===== src/design/civfe_pkg.sv =====
package civfe_pkg;

   localparam int CIVFE_FREQ_W      = 34;
   localparam int CIVFE_BIN_W       = 30;
   localparam int CIVFE_DIGITS      = 9;
   localparam int CIVFE_BCD_W       = 4 * CIVFE_DIGITS;
   localparam int CIVFE_DD_STEPS    = CIVFE_BIN_W / 2;
   localparam int CIVFE_STEP_W      = $clog2(CIVFE_DD_STEPS);
   localparam int CIVFE_IDX_W       = 5;
   localparam int CIVFE_QUEUE_DEPTH = 2;

   localparam logic [CIVFE_FREQ_W-1:0] CIVFE_FREQ_LIMIT = 34'd1000000000;
   localparam logic [CIVFE_BIN_W-1:0]  CIVFE_FREQ_SAT   = 30'd999999999;

   localparam logic [CIVFE_IDX_W-1:0] CIVFE_BAND_END = 5'd6;
   localparam logic [CIVFE_IDX_W-1:0] CIVFE_LAST_IDX = 5'd17;

   localparam logic [7:0] CIVFE_ADDR_RESET = 8'h52;
   localparam logic [7:0] CIVFE_PREAMBLE   = 8'hFE;
   localparam logic [7:0] CIVFE_CTRL_ADDR  = 8'hE0;
   localparam logic [7:0] CIVFE_CMD_BAND   = 8'h07;
   localparam logic [7:0] CIVFE_CMD_FREQ   = 8'h05;
   localparam logic [7:0] CIVFE_BAND_MAIN  = 8'hD0;
   localparam logic [7:0] CIVFE_BAND_SUB   = 8'hD1;
   localparam logic [7:0] CIVFE_EOM        = 8'hFD;

   typedef struct packed {
      logic [CIVFE_BCD_W-1:0] bcd;
      logic                   band;
      logic                   clamped;
   } civfe_entry_type;

   // One double-dabble step: correct every digit of five or more, then shift in one bit.
   function automatic logic [CIVFE_BCD_W-1:0] civfe_dd_step(
      input logic [CIVFE_BCD_W-1:0] bcd,
      input logic                   bit_in
   );
      logic [CIVFE_BCD_W-1:0] adj;
      adj = bcd;
      for (int i = 0; i < CIVFE_DIGITS; i++) begin
         if (bcd[4*i +: 4] >= 4'd5) begin
            adj[4*i +: 4] = bcd[4*i +: 4] + 4'd3;
         end
      end
      return {adj[CIVFE_BCD_W-2:0], bit_in};
   endfunction

endpackage


===== src/design/civfe_channels.sv =====
interface civfe_req_if;
   logic                             valid;
   logic                             ready;
   logic [civfe_pkg::CIVFE_FREQ_W-1:0] freq_10hz;
   logic                             band;

   modport source (output valid, output freq_10hz, output band, input ready);
   modport sink   (input valid, input freq_10hz, input band, output ready);
endinterface

interface civfe_rsp_if;
   logic       valid;
   logic       ready;
   logic [7:0] tx_byte;
   logic       frame_end;
   logic       last;
   logic       clamped;

   modport source (output valid, output tx_byte, output frame_end, output last,
                   output clamped, input ready);
   modport sink   (input valid, input tx_byte, input frame_end, input last,
                   input clamped, output ready);
endinterface

interface civfe_csr_if;
   logic       valid;
   logic       ready;
   logic [7:0] civ_address;

   modport source (output valid, output civ_address, input ready);
   modport sink   (input valid, input civ_address, output ready);
endinterface


===== src/design/civfe_front.sv =====
module civfe_front (
   input  logic                        clock,
   input  logic                        reset,
   civfe_req_if.sink                   req,
   output civfe_pkg::civfe_entry_type  push_entry,
   output logic                        push,
   input  logic                        push_ready
);
   import civfe_pkg::*;

   typedef enum logic [2:0] {
      FE_IDLE = 3'b001,
      FE_CONV = 3'b010,
      FE_PUSH = 3'b100
   } civfe_front_state_type;

   civfe_front_state_type     state_ff, state_in;
   logic [CIVFE_STEP_W-1:0]   step_ff, step_in;
   logic [CIVFE_BIN_W-1:0]    bin_ff, bin_in;
   logic [CIVFE_BCD_W-1:0]    bcd_ff, bcd_in;
   logic                      band_ff, band_in;
   logic                      clamped_ff, clamped_in;
   logic                      accept;
   logic                      over;

   assign req.ready = (state_ff == FE_IDLE) || ((state_ff == FE_PUSH) && push_ready);
   assign accept    = req.valid && req.ready;
   assign over      = (req.freq_10hz >= CIVFE_FREQ_LIMIT);
   assign push      = (state_ff == FE_PUSH) && push_ready;

   assign push_entry.bcd     = bcd_ff;
   assign push_entry.band    = band_ff;
   assign push_entry.clamped = clamped_ff;

   always_comb begin
      state_in   = state_ff;
      step_in    = step_ff;
      bin_in     = bin_ff;
      bcd_in     = bcd_ff;
      band_in    = band_ff;
      clamped_in = clamped_ff;
      unique case (state_ff)
         FE_IDLE, FE_PUSH: begin
            if (push) begin
               state_in = FE_IDLE;
            end
            if (accept) begin
               state_in   = FE_CONV;
               step_in    = '0;
               bin_in     = over ? CIVFE_FREQ_SAT : req.freq_10hz[CIVFE_BIN_W-1:0];
               bcd_in     = '0;
               band_in    = req.band;
               clamped_in = over;
            end
         end
         FE_CONV: begin
            // Two binary bits are folded into the BCD word each cycle.
            bcd_in  = civfe_dd_step(civfe_dd_step(bcd_ff, bin_ff[CIVFE_BIN_W-1]),
                                    bin_ff[CIVFE_BIN_W-2]);
            bin_in  = {bin_ff[CIVFE_BIN_W-3:0], 2'b00};
            step_in = step_ff + 1'b1;
            if (step_ff == CIVFE_STEP_W'(CIVFE_DD_STEPS - 1)) begin
               state_in = FE_PUSH;
            end
         end
         default: state_in = FE_IDLE;
      endcase
   end

   always_ff @(posedge clock) begin
      if (reset) begin
         state_ff <= FE_IDLE;
      end else begin
         state_ff <= state_in;
      end
      step_ff    <= step_in;
      bin_ff     <= bin_in;
      bcd_ff     <= bcd_in;
      band_ff    <= band_in;
      clamped_ff <= clamped_in;
   end

endmodule


===== src/design/civfe_queue.sv =====
module civfe_queue #(
   parameter int DEPTH = civfe_pkg::CIVFE_QUEUE_DEPTH
) (
   input  logic                        clock,
   input  logic                        reset,
   input  civfe_pkg::civfe_entry_type  wr_entry,
   input  logic                        wr_en,
   output logic                        wr_ready,
   output civfe_pkg::civfe_entry_type  rd_entry,
   output logic                        rd_valid,
   input  logic                        rd_en
);
   import civfe_pkg::*;

   localparam int PTR_W = (DEPTH > 1) ? $clog2(DEPTH) : 1;
   localparam int CNT_W = $clog2(DEPTH + 1);

   civfe_entry_type   mem_ff [DEPTH];
   logic [PTR_W-1:0]  wr_ptr_ff, wr_ptr_in;
   logic [PTR_W-1:0]  rd_ptr_ff, rd_ptr_in;
   logic [CNT_W-1:0]  count_ff, count_in;
   logic              do_wr;
   logic              do_rd;

   assign wr_ready = (count_ff != CNT_W'(DEPTH));
   assign rd_valid = (count_ff != '0);
   assign do_wr    = wr_en && wr_ready;
   assign do_rd    = rd_en && rd_valid;
   assign rd_entry = mem_ff[rd_ptr_ff];

   always_comb begin
      wr_ptr_in = wr_ptr_ff;
      rd_ptr_in = rd_ptr_ff;
      count_in  = count_ff;
      if (do_wr) begin
         wr_ptr_in = (wr_ptr_ff == PTR_W'(DEPTH - 1)) ? '0 : wr_ptr_ff + 1'b1;
      end
      if (do_rd) begin
         rd_ptr_in = (rd_ptr_ff == PTR_W'(DEPTH - 1)) ? '0 : rd_ptr_ff + 1'b1;
      end
      if (do_wr && !do_rd) begin
         count_in = count_ff + 1'b1;
      end else if (do_rd && !do_wr) begin
         count_in = count_ff - 1'b1;
      end
   end

   always_ff @(posedge clock) begin
      if (reset) begin
         wr_ptr_ff <= '0;
         rd_ptr_ff <= '0;
         count_ff  <= '0;
      end else begin
         wr_ptr_ff <= wr_ptr_in;
         rd_ptr_ff <= rd_ptr_in;
         count_ff  <= count_in;
      end
      if (do_wr) begin
         mem_ff[wr_ptr_ff] <= wr_entry;
      end
   end

endmodule


===== src/design/civfe_back.sv =====
module civfe_back (
   input  logic                        clock,
   input  logic                        reset,
   input  logic [7:0]                  civ_address,
   input  civfe_pkg::civfe_entry_type  q_entry,
   input  logic                        q_valid,
   output logic                        q_pop,
   civfe_rsp_if.source                 rsp
);
   import civfe_pkg::*;

   civfe_entry_type          cur_ff, cur_in;
   logic                     busy_ff, busy_in;
   logic [CIVFE_IDX_W-1:0]   idx_ff, idx_in;
   logic                     rsp_valid_ff, rsp_valid_in;
   logic [7:0]               tx_byte_ff, tx_byte_in;
   logic                     frame_end_ff, frame_end_in;
   logic                     last_ff, last_in;
   logic                     clamped_ff, clamped_in;
   logic                     load;
   logic                     emit;
   logic                     at_last;
   logic [7:0]               sel_byte;

   assign load    = !rsp_valid_ff || rsp.ready;
   assign emit    = busy_ff && load;
   assign at_last = (idx_ff == CIVFE_LAST_IDX);
   // The next item is popped while idle or in the cycle the closing byte is loaded for output.
   assign q_pop   = q_valid && (!busy_ff || (emit && at_last));

   assign rsp.valid     = rsp_valid_ff;
   assign rsp.tx_byte   = tx_byte_ff;
   assign rsp.frame_end = frame_end_ff;
   assign rsp.last      = last_ff;
   assign rsp.clamped   = clamped_ff;

   always_comb begin
      unique case (idx_ff)
         5'd0, 5'd1, 5'd7, 5'd8: sel_byte = CIVFE_PREAMBLE;
         5'd2, 5'd9:             sel_byte = civ_address;
         5'd3, 5'd10:            sel_byte = CIVFE_CTRL_ADDR;
         5'd4:                   sel_byte = CIVFE_CMD_BAND;
         5'd5:                   sel_byte = cur_ff.band ? CIVFE_BAND_SUB : CIVFE_BAND_MAIN;
         5'd11:                  sel_byte = CIVFE_CMD_FREQ;
         5'd12:                  sel_byte = {cur_ff.bcd[3:0], 4'h0};
         5'd13:                  sel_byte = cur_ff.bcd[11:4];
         5'd14:                  sel_byte = cur_ff.bcd[19:12];
         5'd15:                  sel_byte = cur_ff.bcd[27:20];
         5'd16:                  sel_byte = cur_ff.bcd[35:28];
         default:                sel_byte = CIVFE_EOM;
      endcase
   end

   always_comb begin
      cur_in       = q_pop ? q_entry : cur_ff;
      busy_in      = busy_ff;
      idx_in       = idx_ff;
      rsp_valid_in = rsp_valid_ff;
      tx_byte_in   = tx_byte_ff;
      frame_end_in = frame_end_ff;
      last_in      = last_ff;
      clamped_in   = clamped_ff;
      if (load) begin
         rsp_valid_in = busy_ff;
      end
      if (emit) begin
         tx_byte_in   = sel_byte;
         frame_end_in = (idx_ff == CIVFE_BAND_END) || at_last;
         last_in      = at_last;
         clamped_in   = cur_ff.clamped;
         idx_in       = at_last ? '0 : idx_ff + 1'b1;
         if (at_last) begin
            busy_in = 1'b0;
         end
      end
      if (q_pop) begin
         busy_in = 1'b1;
      end
   end

   always_ff @(posedge clock) begin
      if (reset) begin
         busy_ff      <= 1'b0;
         idx_ff       <= '0;
         rsp_valid_ff <= 1'b0;
      end else begin
         busy_ff      <= busy_in;
         idx_ff       <= idx_in;
         rsp_valid_ff <= rsp_valid_in;
      end
      cur_ff       <= cur_in;
      tx_byte_ff   <= tx_byte_in;
      frame_end_ff <= frame_end_in;
      last_ff      <= last_in;
      clamped_ff   <= clamped_in;
   end

   a_last_closes_frame: assert property (@(posedge clock) disable iff (reset)
      rsp_valid_ff && last_ff |-> frame_end_ff)
      else $error("last byte is not a frame terminator");

   a_idx_in_range: assert property (@(posedge clock) disable iff (reset)
      idx_ff <= CIVFE_LAST_IDX)
      else $error("byte index beyond the end of the run");

   a_idle_at_start: assert property (@(posedge clock) disable iff (reset)
      !busy_ff |-> idx_ff == '0)
      else $error("byte index not at the start while idle");

   a_run_ends: assert property (@(posedge clock) disable iff (reset)
      emit && at_last && !q_valid |=> !busy_ff)
      else $error("sequencer still busy after the closing byte");

endmodule


===== src/design/civ_frequency_frame_encoder_core.sv =====
// Channel   Direction  Payload                                  Transfer when
// req       in         freq_10hz[33:0], band                    valid && ready
// rsp       out        tx_byte[7:0], frame_end, last, clamped   valid && ready
// csr       in         civ_address[7:0]                         valid (ready tied high)
//
// Each request yields eighteen byte transfers; the byte sequencer sends one per cycle while rsp
// is not stalled.
// The BCD conversion and its hand-over to the queue overlap with the previous run.
// Synchronous reset empties the queue and sets the bus address to 0x52.
// A stall on rsp holds the output register; the queue lets conversion run ahead meanwhile.
module civ_frequency_frame_encoder_core #(
   parameter int QUEUE_DEPTH = civfe_pkg::CIVFE_QUEUE_DEPTH
) (
   input  logic          clock,
   input  logic          reset,
   civfe_req_if.sink     req,
   civfe_rsp_if.source   rsp,
   civfe_csr_if.sink     csr
);
   import civfe_pkg::*;

   civfe_entry_type  push_entry;
   civfe_entry_type  q_entry;
   logic             push;
   logic             push_ready;
   logic             q_valid;
   logic             q_pop;
   logic [7:0]       civ_address_ff, civ_address_in;

   assign csr.ready      = 1'b1;
   assign civ_address_in = (csr.valid && csr.ready) ? csr.civ_address : civ_address_ff;

   always_ff @(posedge clock) begin
      if (reset) begin
         civ_address_ff <= CIVFE_ADDR_RESET;
      end else begin
         civ_address_ff <= civ_address_in;
      end
   end

   civfe_front u_front (
      .clock      (clock),
      .reset      (reset),
      .req        (req),
      .push_entry (push_entry),
      .push       (push),
      .push_ready (push_ready)
   );

   civfe_queue #(
      .DEPTH (QUEUE_DEPTH)
   ) u_queue (
      .clock    (clock),
      .reset    (reset),
      .wr_entry (push_entry),
      .wr_en    (push),
      .wr_ready (push_ready),
      .rd_entry (q_entry),
      .rd_valid (q_valid),
      .rd_en    (q_pop)
   );

   civfe_back u_back (
      .clock       (clock),
      .reset       (reset),
      .civ_address (civ_address_ff),
      .q_entry     (q_entry),
      .q_valid     (q_valid),
      .q_pop       (q_pop),
      .rsp         (rsp)
   );

endmodule


===== src/flat_wrapper.sv =====
// flat-port wrapper written by rule: the top's interface ports become plain ports
module civ_frequency_frame_encoder_core_flat import civfe_pkg::*;
#(
   parameter int QUEUE_DEPTH = civfe_pkg::CIVFE_QUEUE_DEPTH
)
  (clock, reset, req_valid, req_freq_10hz, req_band, req_ready, rsp_valid, rsp_tx_byte, rsp_frame_end, rsp_last, rsp_clamped, rsp_ready, csr_valid, csr_civ_address, csr_ready);
  civfe_req_if req_i ();
  civfe_rsp_if rsp_i ();
  civfe_csr_if csr_i ();
  input  logic clock;
  input  logic reset;
  input wire logic [$bits(req_i.valid)-1:0] req_valid;
  input wire logic [$bits(req_i.freq_10hz)-1:0] req_freq_10hz;
  input wire logic [$bits(req_i.band)-1:0] req_band;
  output wire logic [$bits(req_i.ready)-1:0] req_ready;
  output wire logic [$bits(rsp_i.valid)-1:0] rsp_valid;
  output wire logic [$bits(rsp_i.tx_byte)-1:0] rsp_tx_byte;
  output wire logic [$bits(rsp_i.frame_end)-1:0] rsp_frame_end;
  output wire logic [$bits(rsp_i.last)-1:0] rsp_last;
  output wire logic [$bits(rsp_i.clamped)-1:0] rsp_clamped;
  input wire logic [$bits(rsp_i.ready)-1:0] rsp_ready;
  input wire logic [$bits(csr_i.valid)-1:0] csr_valid;
  input wire logic [$bits(csr_i.civ_address)-1:0] csr_civ_address;
  output wire logic [$bits(csr_i.ready)-1:0] csr_ready;
  assign req_i.valid = req_valid;
  assign req_i.freq_10hz = req_freq_10hz;
  assign req_i.band = req_band;
  assign req_ready = req_i.ready;
  assign rsp_valid = rsp_i.valid;
  assign rsp_tx_byte = rsp_i.tx_byte;
  assign rsp_frame_end = rsp_i.frame_end;
  assign rsp_last = rsp_i.last;
  assign rsp_clamped = rsp_i.clamped;
  assign rsp_i.ready = rsp_ready;
  assign csr_i.valid = csr_valid;
  assign csr_i.civ_address = csr_civ_address;
  assign csr_ready = csr_i.ready;
  civ_frequency_frame_encoder_core #(.QUEUE_DEPTH(QUEUE_DEPTH)) u_core (.clock(clock), .reset(reset), .req(req_i), .rsp(rsp_i), .csr(csr_i));
endmodule

===== config.mk =====
export PLATFORM = sky130hd
export DESIGN_NAME = civ_frequency_frame_encoder_core_flat
export DESIGN_NICKNAME = d
export VERILOG_FILES = /design/src/design/civfe_pkg.sv /design/src/design/civfe_channels.sv /design/src/design/civfe_front.sv /design/src/design/civfe_queue.sv /design/src/design/civfe_back.sv /design/src/design/civ_frequency_frame_encoder_core.sv /design/src/flat_wrapper.sv
export SDC_FILE = /design/constraint.sdc
export NUM_CORES = 1
export LEC_CHECK = 0
export BUFFER_PORTS_ARGS = -buffer_cell sky130_fd_sc_hd__buf_2
export CORE_ASPECT_RATIO = 0.9
export CORE_UTILIZATION = 65
export DETAILED_ROUTE_END_ITERATION = 8
export PLACE_DENSITY = 0.84
export SLEW_MARGIN = 20
export SYNTH_ARGS = -nofsm -noshare
export SYNTH_HDL_FRONTEND = slang
export SYNTH_SLANG_ARGS = --single-unit

===== constraint.sdc =====
create_clock -name clock -period 7.5 [get_ports clock]
set_input_delay 1.125 -clock clock [delete_from_list [all_inputs] [get_ports clock]]
set_output_delay 1.125 -clock clock [all_outputs]
set_load 0.01 [all_outputs]

==> results.py <==
metrics = {
    "sta": {
        "skew_ns": 0.0149,
        "rsz0062_at_grt": "no",
        "post-route-period-util_pct": 39.4,
        "period_minus_slack_ns": 2.95,
        "relSlewSlack_pct": 36.4,
        "worst_pin_slew_ns": 0.953,
        "fmax_ghz": 0.338,
        "setup_viol": 0,
        "setup_tns_ns": 0,
        "finalHoldViolations": 0,
        "setup_slack_ns": 4.55,
        "drv_slew": 0,
        "hold_slack_ns": 0.434,
    },
    "worst_hold_path": {
        "worstHoldPathType": "reg -> reg",
    },
    "yosys": {
        "synth_edf_count": 197,
        "syn_area_sq_um": 10600,
        "synthSimpleGateAreaFrac_pct": 11.5,
        "synth_mux_area_share_pct": 7.20,
        "synth_compound_area_share_pct": 12.2,
        "syn_area_per_cell_sq_um": 12.4,
        "ys.warnings.count": 0,
        "synth_cells": 853,
        "ys_types": 66,
        "async_reset_ff_share_pct": 0,
        "synth-xor-area-share_pct": 1.65,
        "synth_adder_area_share_pct": 4.36,
        "synth-seq-cells": 219,
        "synth_top_family_by_area": "compound AO/OA/AOI/OAI gates",
        "syn_nets": 938,
        "yosysSeqAreaShare_pct": 59.9,
        "synthFlopType": "edfxtp_1",
    },
    "clock_network": {
        "cts.sinks": 219,
        "htree_levels": 1,
        "clk_latency_ns": 0.51,
        "cts-buffers-inserted": 23,
        "cts_tree": "done",
        "holdBufCountCts": 0,
        "clkTransAtPathRegs_ns": 0.06,
        "root_buffer": "clkbuf_16",
        "clk_path_buf_depth": 3,
        "postCtsSetupBuffers": 0,
        "cts_resized": 0,
    },
    "die": {
        "die_y_microns": 123,
        "start_util_pct": 67.8,
        "pin_count": 62,
        "die_w_microns": 137,
        "placeableCoreArea_sq_um": 15700,
        "fp.dieArea_sq_um": 16800,
        "rows": 43,
    },
    "global_routing": {
        "grt_pass1_vias": 6895,
        "grt_max_degree": 71,
        "antenna_found_initial": 0,
        "overflow": 0,
        "grt_usage_pct": 25.9,
        "grt_first_pass_wirelength_mm": 33.8,
    },
    "detailed_routing": {
        "wl_per_cell_microns": 18.6,
        "drt_first_pass_iters": 7,
        "drt-total-wl_mm": 21.0,
        "drcViolationCount": 0,
        "ant_nets": 0,
        "drtIter0Drc": 560,
        "viasPerCell": 6.24,
        "vias": 7040,
    },
    "place": {
        "port-buffer-count": 60,
        "gp_congestion": 0.838,
        "dp_hpwl_mm": 13.4,
        "place_ws_ns": 4.14,
        "post-place-cells": 1089,
    },
    "setup_path": {
        "cp_max_fo": 6,
        "startpoint_type": "flop",
        "crit_end": "req_ready",
        "r2r_setup_slack_ns": 4.85,
        "crit_arrival_ns": 1.83,
        "worstReg2RegEnd": "u_core.u_front.bcd_ff[33]",
        "worstRegToRegCells": 10,
        "crit_required_ns": 6.38,
        "cp-end-kind": "output port",
        "path_class": "reg -> out",
        "startpoint": "u_core.u_queue.count_ff[0]",
        "timing.rr.start": "u_core.u_front.bcd_ff[28]",
    },
    "pwr": {
        "p_leak_nw": 4.14,
        "peakVddDrop_mv": 0.219,
        "powerDensity_nw_per_um2": 279,
    },
    "outcome": {
        "status": "finished, final reports clean",
    },
    "cells_and_area": {
        "num_antenna_cells": 0,
        "nets": 997,
        "layout.cells.non_filler": 1128,
        "drive_above_1_share_pct": 19.5,
        "syn2layout_area_growth_pct": 11.0,
        "fill_cells": 959,
        "fin_util_pct": 75.2,
    },
    "run": {
        "cap_violations": 0,
    },
}
worst max-delay path: stages (launching register included):
cell and delay (ns):
dfxtp_1 0.46, nor2b_1 0.09, nand2b_1 0.20, o21ai_0 0.28
nor2b_1 0.16, buf_2 0.14
cell type report:
| class | instances | area, sq um | share of cell area, % |
|---|---|---|---|
| clock buffer | 23 | 576 | 4.89 |
| clock inverter | 16 | 155 | 1.32 |
| multi-input combinational | 561 | 3930 | 33.4 |
| sequential | 219 | 6360 | 54.0 |
| timing repair buffer | 68 | 360 | 3.06 |
| inverter | 39 | 146 | 1.24 |
| tap | 202 | 253 | 2.15 |
per-layer routing:
metal | up-vias | part of all wire (%) | wire length [microns] | global-route usage [%]
met2 | 292 | 49 | 10300 | 44.1
met4 | 0 | 2.0 | 416 | 8.54
met5 | - | 0 | 0 | 0
met3 | 29 | 5.7 | 1200 | 3.65
met1 | 3413 | 43 | 9070 | 34.4
li1 | 3306 | - | - | -
layout by cell type (no fill, tap or decap), types with 5 or more instances in the layout:
cell type / n
a211o_1: 8
inv_1: 38
clkinv_2: 7
o32ai_1: 8
a211oi_1: 10
ha_1: 37
nor2_1: 91
nor3b_1: 14
nand3_1: 20
o31ai_1: 15
buf_2: 60
xor2_1: 6
o21ai_0: 23
nor2b_1: 12
nor3_1: 6
dfxtp_1: 22
clkbuf_16: 23
and3_1: 5
xnor2_1: 14
a21oi_1: 61
nand4_1: 6
buf_4: 8
mux2_2: 51
o21a_1: 6
a31oi_1: 9
nand2b_1: 19
nand2_1: 40
mux2i_1: 16
edfxtp_1: 197
a22oi_1: 8
o21bai_1: 6
or2_2: 9
per-stage QoR:
stage / power [W] / instance area [sq um]
2_1_floorplan: 0.00203 / 10600
5_1_grt: 0.00343 / 11800
3_3_place_gp: 0.00215 / 11000
6_report: 0.00329 / 11800
4_1_cts: 0.00330 / 11800
3_5_place_dp: 0.00219 / 11000
flip-flops by register name, summed over array words and instances, names as in the netlist, 2 cells and up:
name / count
u_core.u_back.idx_ff: 5
u_core.u_front.step_ff: 4
u_core.u_front.state_ff: 3
u_core.u_front.bcd_ff: 36
u_core.u_queue.count_ff: 2
u_core.u_back.rsp.tx_byte: 8
u_core.u_queue.mem_ff: 76
u_core.civ_address_ff: 8
u_core.u_back.cur_ff: 38
u_core.u_front.bin_ff: 30
how the worst min path moves through the flow:
stage / start / endpoint / slack (ns) / cells past startpoint
2_1_floorplan: u_core.u_back.cur_ff[0] / u_core.u_back.rsp.clamped / 0.40 / 0
5_1_grt: u_core.u_back.cur_ff[0] / u_core.u_back.rsp.clamped / 0.45 / 0
3_3_place_gp: u_core.u_back.cur_ff[0] / u_core.u_back.rsp.clamped / 0.41 / 0
3_5_place_dp: u_core.u_back.cur_ff[0] / u_core.u_back.rsp.clamped / 0.42 / 0
6_report: u_core.u_back.cur_ff[0] / u_core.u_back.rsp.clamped / 0.43 / 0
4_1_cts: u_core.u_back.cur_ff[0] / u_core.u_back.rsp.clamped / 0.44 / 0
logic make-up (layout without fill, tap and decap cells):
family          count (synthesis)  count (layout)
buf+inv                        73             146
compound gates                190             190
flops                         219             219
simple gates                  244             244
fa+ha+maj                      37              37
other cells                     1               1
xor+xnor                       20              20
mux                            69              69
synthesized netlist by cell type (3+ instances only):
| master | number | share of area, % |
|---|---|---|
| edfxtp_1 | 197 | 56 |
| nor2_1 | 91 | 3.2 |
| a21oi_1 | 61 | 2.9 |
| mux2_2 | 51 | 5.4 |
| nand2_1 | 41 | 1.5 |
| inv_1 | 38 | 1.3 |
| ha_1 | 37 | 4.4 |
| o21ai_0 | 23 | 1.1 |
| dfxtp_1 | 22 | 4.1 |
| nand3_1 | 20 | 0.94 |
| nand2b_1 | 19 | 1.1 |
| buf_2 | 16 | 0.75 |
| mux2i_1 | 16 | 1.5 |
| o31ai_1 | 15 | 1.1 |
| nor3b_1 | 14 | 0.99 |
| xnor2_1 | 14 | 1.2 |
| nor2b_1 | 12 | 0.71 |
| a211oi_1 | 10 | 0.71 |
| clkbuf_1 | 10 | 0.35 |
| a31oi_1 | 9 | 0.53 |
| or2_2 | 9 | 0.53 |
| a211o_1 | 8 | 0.66 |
| a22oi_1 | 8 | 0.57 |
| o32ai_1 | 8 | 0.66 |
| nand4_1 | 6 | 0.35 |
| nor3_1 | 6 | 0.28 |
| o21a_1 | 6 | 0.42 |
| o21bai_1 | 6 | 0.42 |
| xor2_1 | 6 | 0.50 |
| and3_1 | 5 | 0.29 |
| a21oi_2 | 4 | 0.33 |
| a222oi_1 | 4 | 0.38 |
| a32o_1 | 4 | 0.38 |
| and2b_1 | 4 | 0.28 |
| buf_6 | 4 | 0.42 |
| a221oi_1 | 3 | 0.25 |
| o21ai_1 | 3 | 0.14 |
| o22a_1 | 3 | 0.25 |
| o31a_1 | 3 | 0.25 |
| or2_1 | 3 | 0.18 |
report_power, final:
part	leakage (nW)	internal (W)	switching [W]	total (W)
Clock	0.360	0.000659	0.000451	0.00111
Sequential	1.97	0.00149	0.0000710	0.00156
Combinational	1.81	0.000246	0.000370	0.000616
Total	4.14	0.00240	0.000892	0.00329
Power figures use the tool's default switching activity.
